[src/hdl/rtc_pkg.sv]
// ----------------------------------------------------------------------------
// RGB to CMYK converter package
// Shared widths, constants and the types passed between the front end, the
// work queue and the divider back end.
// ----------------------------------------------------------------------------
package rtc_pkg;

    localparam int CHANNEL_BITS   = 8;
    localparam int NUM_BITS       = 2 * CHANNEL_BITS;
    localparam int IN_FIELD_BITS  = 3 * CHANNEL_BITS;
    localparam int IN_DATA_BITS   = ((IN_FIELD_BITS + 7) / 8) * 8;
    localparam int OUT_FIELD_BITS = 4 * CHANNEL_BITS;
    localparam int OUT_DATA_BITS  = ((OUT_FIELD_BITS + 7) / 8) * 8;
    localparam int QUEUE_DEPTH    = 4;
    localparam int QPTR_BITS      = $clog2(QUEUE_DEPTH);
    localparam int LANES          = 3;

    typedef logic [CHANNEL_BITS-1:0] t_chan;
    typedef logic [NUM_BITS-1:0]     t_num;

    localparam t_chan CHAN_FULL = '1;
    localparam t_chan CHAN_ZERO = '0;

    // One classified pixel: numerators and divisor of the three divisions.
    typedef struct packed {
        logic               full_black;
        t_chan              black;
        t_chan              span;
        t_num [LANES-1:0]   num;
    } t_work;

    typedef struct packed {
        logic full;
        logic empty;
    } t_queue_status;

    // One divider stage: partial remainders and quotient bits so far.
    typedef struct packed {
        logic               full_black;
        t_chan              black;
        t_chan              span;
        t_num [LANES-1:0]   rem;
        t_chan [LANES-1:0]  quo;
    } t_stage;

endpackage

[src/hdl/rtc_front.sv]
// ----------------------------------------------------------------------------
// RGB to CMYK front end
// Accepts pixels, forms complements, black and the division operands, and
// pushes them into the work queue.
// ----------------------------------------------------------------------------
module rtc_front
    import rtc_pkg::*;
(
    input  logic                    i_s_axis_tvalid,
    output logic                    o_s_axis_tready,
    input  logic [IN_DATA_BITS-1:0] i_s_axis_tdata,  // red, green, blue
    input  t_queue_status           i_status,
    output logic                    o_push,
    output t_work                   o_item
);

    // (comp - black) * FULL, with FULL = 2^N - 1 written as a shift and subtract.
    function automatic t_num scaled_diff(input t_chan comp, input t_chan blk);
        t_chan diff;
        diff = comp - blk;
        return {diff, CHAN_ZERO} - NUM_BITS'(diff);
    endfunction

    t_chan w_comp_c;
    t_chan w_comp_m;
    t_chan w_comp_y;
    t_chan w_min_cm;
    t_chan w_black;

    assign w_comp_c = CHAN_FULL - i_s_axis_tdata[0 +: CHANNEL_BITS];
    assign w_comp_m = CHAN_FULL - i_s_axis_tdata[CHANNEL_BITS +: CHANNEL_BITS];
    assign w_comp_y = CHAN_FULL - i_s_axis_tdata[2*CHANNEL_BITS +: CHANNEL_BITS];

    assign w_min_cm = (w_comp_m < w_comp_c) ? w_comp_m : w_comp_c;
    assign w_black  = (w_comp_y < w_min_cm) ? w_comp_y : w_min_cm;

    always_comb begin
        o_item.full_black = (w_black == CHAN_FULL);
        o_item.black      = w_black;
        o_item.span       = CHAN_FULL - w_black;
        o_item.num[0]     = scaled_diff(w_comp_c, w_black);
        o_item.num[1]     = scaled_diff(w_comp_m, w_black);
        o_item.num[2]     = scaled_diff(w_comp_y, w_black);
    end

    assign o_s_axis_tready = !i_status.full;
    assign o_push          = i_s_axis_tvalid && !i_status.full;

endmodule

[src/hdl/rtc_queue.sv]
// ----------------------------------------------------------------------------
// RGB to CMYK work queue
// Small FIFO that decouples the front end from the divider back end.
// ----------------------------------------------------------------------------
module rtc_queue
    import rtc_pkg::*;
(
    input  logic          i_clk,
    input  logic          i_rst_n,
    input  logic          i_push,
    input  t_work         i_item,
    input  logic          i_pop,
    output t_queue_status o_status,
    output t_work         o_head
);

    t_work                r_mem [QUEUE_DEPTH];
    logic [QPTR_BITS-1:0] r_wr_ptr;
    logic [QPTR_BITS-1:0] r_rd_ptr;
    logic [QPTR_BITS:0]   r_count;
    logic                 w_do_push;
    logic                 w_do_pop;

    assign o_status.full  = (r_count == (QPTR_BITS+1)'(QUEUE_DEPTH));
    assign o_status.empty = (r_count == '0);
    assign w_do_push      = i_push && !o_status.full;
    assign w_do_pop       = i_pop && !o_status.empty;
    assign o_head         = r_mem[r_rd_ptr];

    always_ff @(posedge i_clk) begin
        if (w_do_push) begin
            r_mem[r_wr_ptr] <= i_item;
        end
    end

    always_ff @(posedge i_clk) begin
        if (!i_rst_n) begin
            r_wr_ptr <= '0;
            r_rd_ptr <= '0;
            r_count  <= '0;
        end else begin
            if (w_do_push) begin
                r_wr_ptr <= r_wr_ptr + 1'b1;
            end
            if (w_do_pop) begin
                r_rd_ptr <= r_rd_ptr + 1'b1;
            end
            case ({w_do_push, w_do_pop})
                2'b10:   r_count <= r_count + 1'b1;
                2'b01:   r_count <= r_count - 1'b1;
                default: r_count <= r_count;
            endcase
        end
    end

endmodule

[src/hdl/rtc_back.sv]
// ----------------------------------------------------------------------------
// RGB to CMYK divider back end
// Restoring division pipeline, one quotient bit per stage for three lanes,
// with the last stage serving as the output register.
// ----------------------------------------------------------------------------
module rtc_back
    import rtc_pkg::*;
(
    input  logic                     i_clk,
    input  logic                     i_rst_n,
    input  t_work                    i_head,
    input  t_queue_status            i_status,
    output logic                     o_pop,
    output logic                     o_m_axis_tvalid,
    input  logic                     i_m_axis_tready,
    output logic [OUT_DATA_BITS-1:0] o_m_axis_tdata   // cyan, magenta, yellow, black
);

    logic   r_vld   [CHANNEL_BITS];
    t_stage r_stage [CHANNEL_BITS];
    t_stage w_entry;
    t_stage w_last;
    logic   w_adv;

    // The whole pipeline moves together whenever the output slot frees up.
    assign w_adv = !r_vld[CHANNEL_BITS-1] || i_m_axis_tready;
    assign o_pop = w_adv && !i_status.empty;

    always_comb begin
        w_entry.full_black = i_head.full_black;
        w_entry.black      = i_head.black;
        w_entry.span       = i_head.span;
        w_entry.rem        = i_head.num;
        w_entry.quo        = '0;
    end

    for (genvar k = 0; k < CHANNEL_BITS; k++) begin : g_stage
        localparam int SHIFT = CHANNEL_BITS - 1 - k;
        t_stage w_src;
        t_stage w_nxt;
        logic   w_vld_src;

        if (k == 0) begin : g_first
            assign w_src     = w_entry;
            assign w_vld_src = !i_status.empty;
        end else begin : g_next
            assign w_src     = r_stage[k-1];
            assign w_vld_src = r_vld[k-1];
        end

        always_comb begin
            t_num shifted;
            shifted = t_num'(w_src.span) << SHIFT;
            w_nxt   = w_src;
            for (int l = 0; l < LANES; l++) begin
                if (w_src.rem[l] >= shifted) begin
                    w_nxt.rem[l]        = w_src.rem[l] - shifted;
                    w_nxt.quo[l][SHIFT] = 1'b1;
                end
            end
        end

        always_ff @(posedge i_clk) begin
            if (w_adv) begin
                r_stage[k] <= w_nxt;
            end
        end

        always_ff @(posedge i_clk) begin
            if (!i_rst_n) begin
                r_vld[k] <= 1'b0;
            end else if (w_adv) begin
                r_vld[k] <= w_vld_src;
            end
        end
    end

    assign w_last          = r_stage[CHANNEL_BITS-1];
    assign o_m_axis_tvalid = r_vld[CHANNEL_BITS-1];
    assign o_m_axis_tdata  = OUT_DATA_BITS'({
        w_last.black,
        w_last.full_black ? CHAN_ZERO : w_last.quo[2],
        w_last.full_black ? CHAN_ZERO : w_last.quo[1],
        w_last.full_black ? CHAN_ZERO : w_last.quo[0]
    });

endmodule

[src/hdl/rgb_to_cmyk_convert.sv]
// ----------------------------------------------------------------------------
// RGB to CMYK converter, naive black extraction
// Path from transaction accept to the result on the master side: the queue is
// written at the accepting edge, then the pixel moves through the divider stage
// registers in order. Throughput: one pixel per cycle while the master side
// accepts results, set by the fully pipelined divider.
// Reset: synchronous, active low; clears queue pointers and stage valids.
// ----------------------------------------------------------------------------
module rgb_to_cmyk_convert
    import rtc_pkg::*;
(
    input  logic                     i_clk,
    input  logic                     i_rst_n,
    input  logic                     i_s_axis_tvalid,
    output logic                     o_s_axis_tready,
    input  logic [IN_DATA_BITS-1:0]  i_s_axis_tdata,   // red, green, blue
    output logic                     o_m_axis_tvalid,
    input  logic                     i_m_axis_tready,
    output logic [OUT_DATA_BITS-1:0] o_m_axis_tdata    // cyan, magenta, yellow, black
);

    // The front end computes the complements, black (the smallest
    // complement) and, for each ink, the numerator (complement - black) * FULL
    // and the divisor FULL - black. A pixel whose inputs are all zero is
    // flagged as full black so that the back end forces the inks to zero.
    t_queue_status w_status;
    t_work         w_item;
    t_work         w_head;
    logic          w_push;
    logic          w_pop;

    rtc_front u_front (
        .i_s_axis_tvalid (i_s_axis_tvalid),
        .o_s_axis_tready (o_s_axis_tready),
        .i_s_axis_tdata  (i_s_axis_tdata),
        .i_status        (w_status),
        .o_push          (w_push),
        .o_item          (w_item)
    );

    // A short queue lets the front keep taking transactions while the
    // divider pipeline is stalled by the master side.
    rtc_queue u_queue (
        .i_clk    (i_clk),
        .i_rst_n  (i_rst_n),
        .i_push   (w_push),
        .i_item   (w_item),
        .i_pop    (w_pop),
        .o_status (w_status),
        .o_head   (w_head)
    );

    // The back end is a restoring divider with one stage per quotient bit
    // for all three inks in parallel; its last stage drives the outputs.
    rtc_back u_back (
        .i_clk           (i_clk),
        .i_rst_n         (i_rst_n),
        .i_head          (w_head),
        .i_status        (w_status),
        .o_pop           (w_pop),
        .o_m_axis_tvalid (o_m_axis_tvalid),
        .i_m_axis_tready (i_m_axis_tready),
        .o_m_axis_tdata  (o_m_axis_tdata)
    );

    // Field views of the result, used by the checks below.
    t_chan w_out_cyan;
    t_chan w_out_magenta;
    t_chan w_out_yellow;
    t_chan w_out_black;

    assign w_out_cyan    = o_m_axis_tdata[0 +: CHANNEL_BITS];
    assign w_out_magenta = o_m_axis_tdata[CHANNEL_BITS +: CHANNEL_BITS];
    assign w_out_yellow  = o_m_axis_tdata[2*CHANNEL_BITS +: CHANNEL_BITS];
    assign w_out_black   = o_m_axis_tdata[3*CHANNEL_BITS +: CHANNEL_BITS];

    // A full-black result carries no colored ink.
    a_full_black_no_ink: assert property (@(posedge i_clk) disable iff (!i_rst_n)
        (o_m_axis_tvalid && (w_out_black == CHAN_FULL)) |->
        ((w_out_cyan == CHAN_ZERO) && (w_out_magenta == CHAN_ZERO) &&
         (w_out_yellow == CHAN_ZERO)))
        else $error("full black result carries colored ink");

    // The ink that set black always divides down to zero.
    a_one_ink_zero: assert property (@(posedge i_clk) disable iff (!i_rst_n)
        o_m_axis_tvalid |->
        ((w_out_cyan == CHAN_ZERO) || (w_out_magenta == CHAN_ZERO) ||
         (w_out_yellow == CHAN_ZERO)))
        else $error("no ink channel is zero after black removal");

    // The queue never takes a transaction while full.
    a_queue_no_overflow: assert property (@(posedge i_clk) disable iff (!i_rst_n)
        w_status.full |-> !w_push)
        else $error("push into a full work queue");

endmodule
[config.mk]
export PLATFORM = sky130hd
export DESIGN_NAME = rgb_to_cmyk_convert
export DESIGN_NICKNAME = d
export VERILOG_FILES = /design/src/hdl/rtc_pkg.sv /design/src/hdl/rtc_front.sv /design/src/hdl/rtc_queue.sv /design/src/hdl/rtc_back.sv /design/src/hdl/rgb_to_cmyk_convert.sv
export SDC_FILE = /design/constraint.sdc
export NUM_CORES = 2
export LEC_CHECK = 0
export ABC_AREA = 1
export BUFFER_PORTS_ARGS = -buffer_cell sky130_fd_sc_hd__buf_4
export CAP_MARGIN = 0
export CORE_ASPECT_RATIO = 0.5
export CORE_MARGIN = 2
export CORE_UTILIZATION = 47
export DETAILED_ROUTE_END_ITERATION = 10
export GPL_ROUTABILITY_DRIVEN = 0
export SLEW_MARGIN = 20
export SYNTH_ARGS = -nofsm -noshare
export SYNTH_HDL_FRONTEND = slang
export SYNTH_HIERARCHICAL = 1
export SYNTH_SLANG_ARGS = --single-unit
[constraint.sdc]
create_clock -name i_clk -period 30.1 [get_ports i_clk]
set_input_delay 6.02 -clock i_clk [delete_from_list [all_inputs] [get_ports i_clk]]
set_output_delay 6.02 -clock i_clk [all_outputs]
set_load 0.005 [all_outputs]
==> run metrics <==
CTS buffer count=78; first-pass GRT wire length=165600 um; Max stage delay cell, worst path=buf_4; WL final=102500 um; initial antenna violation count=0; CP required=approximately 30 ns; delay-heaviest family, CP=buffers and inverters; post-synthesis sequential area ratio=53.74%; Hold Path Class=flop to flop; final period utilization=between 30% and 40%; Synth Instances=5113; CORE AREA=99930 um^2; I/O pin count=62; R2R Setup Slk=23.38 ns; Die Span Y=about 230 um; # fillers=9068; # DRC=0; Worst Hold Path Cells=0; Root Buffer=clkbuf_16; cell mode on critical path=buf_4; Seq. cell area=25400 um^2; H-tree depth=3; Synth cell types=51; cells on worst reg2reg path=8; Max Fanout on Critical Path=80; GR Overflow Total=0; WL/cell=15.52 um; via/cell ratio=5.040; Syn Area/Cell=9.242 um^2; P&R area growth vs syn=9.207%; Synthesis Warnings=6; HP Start=u_back/r_stage[1][103]; CP Class=input pin to flop; later-pin clock latency in the skew report=0.69 ns; Mapped Nets=5393; number of global-route vias before repair=roughly 32000; MaxCap Viol Count=0; CTS tree=yes; DRT Pass-1 Iters=6; setup TNS=0 ns; diode count=0; Finish-stage setup viols=0; worst slew pin tran=roughly 1.1 ns; share of cells above drive strength 1=9.369%; RSZ-0062 raised after global routing=no; Total GRT Usage=19.93%; die area=103200 um^2; type of origin of the critical path=input pin; crit path DAT=about 12 ns; Max Slew Vio Count=0; Multi-input gate area=roughly 18000 um^2; FMAX=85.43 MHz; largest net degree at the start of global routing=95; die width=452.4 um; Longest Clk Path Bufs=3; RR Endpoint=u_back/r_stage[1][243]; Hold Slack=0.4136 ns; CP bufs+invs=9; initial cell density of the core=47.29%; final hold violations=0; CTS clk-pin slew, worst paths=0.06 ns; buffer count from post-CTS setup fixing=0; net count reported at finish=5478; Final min period=11.71 ns; DR iter-0 viols=roughly 2300; cell area after synthesis=47250 um^2; WHS Endpoint=u_back/r_stage[1][192]; crit-path cells=buf_4 -> inv_1 -> nand2_4 -> buf_4 -> buf_4 -> buf_4 -> buf_4 -> buf_4 -> buf_4 -> buf_4; cells resized by post-CTS repair=0; clk sinks=849; Clock Skew=0.02650 ns; worst rel slew slack=28.69%; Crit. End Element=flop; Reg-to-Reg Start=u_back/r_vld[1][3]; hpwl dp=~75000 um; ANT nets after route=0; Seq cells post-synth=849; Via Count=33300; Crit path largest cell delay=0.84 ns; status=complete, no violations; Row Count=82; cts hold-fix bufs=0; IO Port Bufs=61
state kept, by name (all words and copies together), names as in the netlist, named ones only:
signal and cells:
u_back/r_stage 572, u_queue/r_mem 260, u_back/r_vld 8, u_queue/r_count 3, u_queue/r_rd_ptr 2, u_queue/r_wr_ptr 2
through the flow:
step	util (%)	cells	setup slack, ns	area (um^2)
after floorplan	-	5113	9.276	47250
after global placement	49.01	6462	17.73	48980
after detailed placement	49.01	6462	17.54	48980
after CTS	51.64	6606	18.28	51600
after global routing	51.64	6606	17.77	51600
final	51.64	6606	18.39	51600
synth_stat cells (all sizes together):
master     n  area, um^2
o21bai    14       105.1
clkinv     3       11.26
o21a       8       61.31
clkbuf    20       75.07
ha       230        2878
o22ai     65       531.8
or2       13       81.33
o31a       3       26.28
buf       54       518.0
fa        22       440.4
or3        1       6.260
and2       6       37.54
and3       1       6.260
nand2   1584        6186
nor2     533        2321
a21oi    146       843.3
o21ai    227        1185
nand3    362        2044
a211oi     1       12.51
nor4       6       37.54
dfxtp     10       200.2
a21o       3       22.52
xnor2     35       306.5
a31oi      1       6.260
nand3b    20       150.1
inv      753        2831
nand4     57       356.6
nor3      34       226.5
edfxtp   839       25190
xor2      62       550.5
cell families (layout without fill, tap and decap cells):
family          count (synthesis)  in the layout  synth area share (%)
simple gates                 2617           2617                 24.24
buf+inv                       830            979                 7.271
flops                         849            849                 53.74
fa+ha+maj                     252            252                 7.022
compound gates                468            468                 5.913
xor+xnor                       97             97                 1.814
area by class of cell:
cell class,count,share of cell area [%]
Timing Repair Buffer,79,1.149
Tap cell,1344,3.259
Inverter,756,5.509
Clock buffer,93,3.974
Sequential cell,849,49.22
Clock inverter,51,1.115
Multi-Input combinational cell,3434,35.77
worst register-to-register path: cells and delay by family, from the launching register on:
kind / cells / cell delay (ns)
buf+inv: 7 / 5.38
flops: 1 / 0.47
simple gates: 1 / 0.46
how the worst max path moves through the flow:
| stage | start | endpoint | slack [ns] | depth (start not counted) |
|---|---|---|---|---|
| 3_5_place_dp | i_m_axis_tready | u_back/r_stage[1][244] | 17.54 | 10 |
| 5_1_grt | i_m_axis_tready | u_back/r_stage[1][245] | 17.77 | 10 |
| 2_1_floorplan | i_m_axis_tready | u_back/r_vld[0][0] | 9.28 | 4 |
| 4_1_cts | i_m_axis_tready | u_back/r_stage[1][235] | 18.28 | 10 |
| 3_3_place_gp | i_m_axis_tready | u_back/r_stage[1][242] | 17.73 | 10 |
| 6_report | i_m_axis_tready | u_back/r_stage[1][243] | 18.39 | 10 |
placed cells by master, fill, tap and decap left out, types with 8 or more instances in the layout:
| cell type | synthesis | routed |
|---|---|---|
| clkbuf_16 | 0 | 80 |
| buf_4 | 14 | 79 |
| nor2_1 | 475 | 471 |
| o21ai_0 | 159 | 159 |
| or2_2 | 11 | 11 |
| xnor2_1 | 35 | 35 |
| nand2_4 | 8 | 9 |
| inv_1 | 705 | 705 |
| a21oi_1 | 122 | 122 |
| clkinv_1 | 3 | 25 |
| nand2_1 | 1504 | 1503 |
| nor2_4 | 35 | 39 |
| o22ai_1 | 45 | 45 |
| nand3_1 | 326 | 326 |
| nand3b_1 | 20 | 20 |
| dfxtp_1 | 10 | 8 |
| clkbuf_1 | 20 | 13 |
| o21ai_2 | 13 | 13 |
| bufinv_16 | 0 | 11 |
| o21bai_1 | 14 | 14 |
| o22ai_2 | 20 | 20 |
| nor2_2 | 23 | 23 |
| a21oi_2 | 21 | 21 |
| nor3_1 | 29 | 29 |
| edfxtp_1 | 839 | 839 |
| inv_2 | 47 | 47 |
| o21ai_1 | 55 | 55 |
| clkinv_2 | 0 | 11 |
| fa_1 | 22 | 22 |
| nand3_2 | 29 | 29 |
| nand4_1 | 57 | 57 |
| nand2_2 | 72 | 72 |
| ha_1 | 230 | 230 |
| xor2_1 | 61 | 61 |
per-layer routing:
| metal | wire length, um | track usage (%) | part of all wire, % |
|---|---|---|---|
| met3 | 4143 | 2.963 | 4.0 |
| met5 | 0 | 0 | 0 |
| met4 | 3200 | 6.667 | 3.1 |
| met1 | 48310 | 27.13 | 47 |
| met2 | 46860 | 32.70 | 46 |
Power is not shown: default switching activity piles up to over one toggle a cycle in this logic, so the estimate is an artifact.
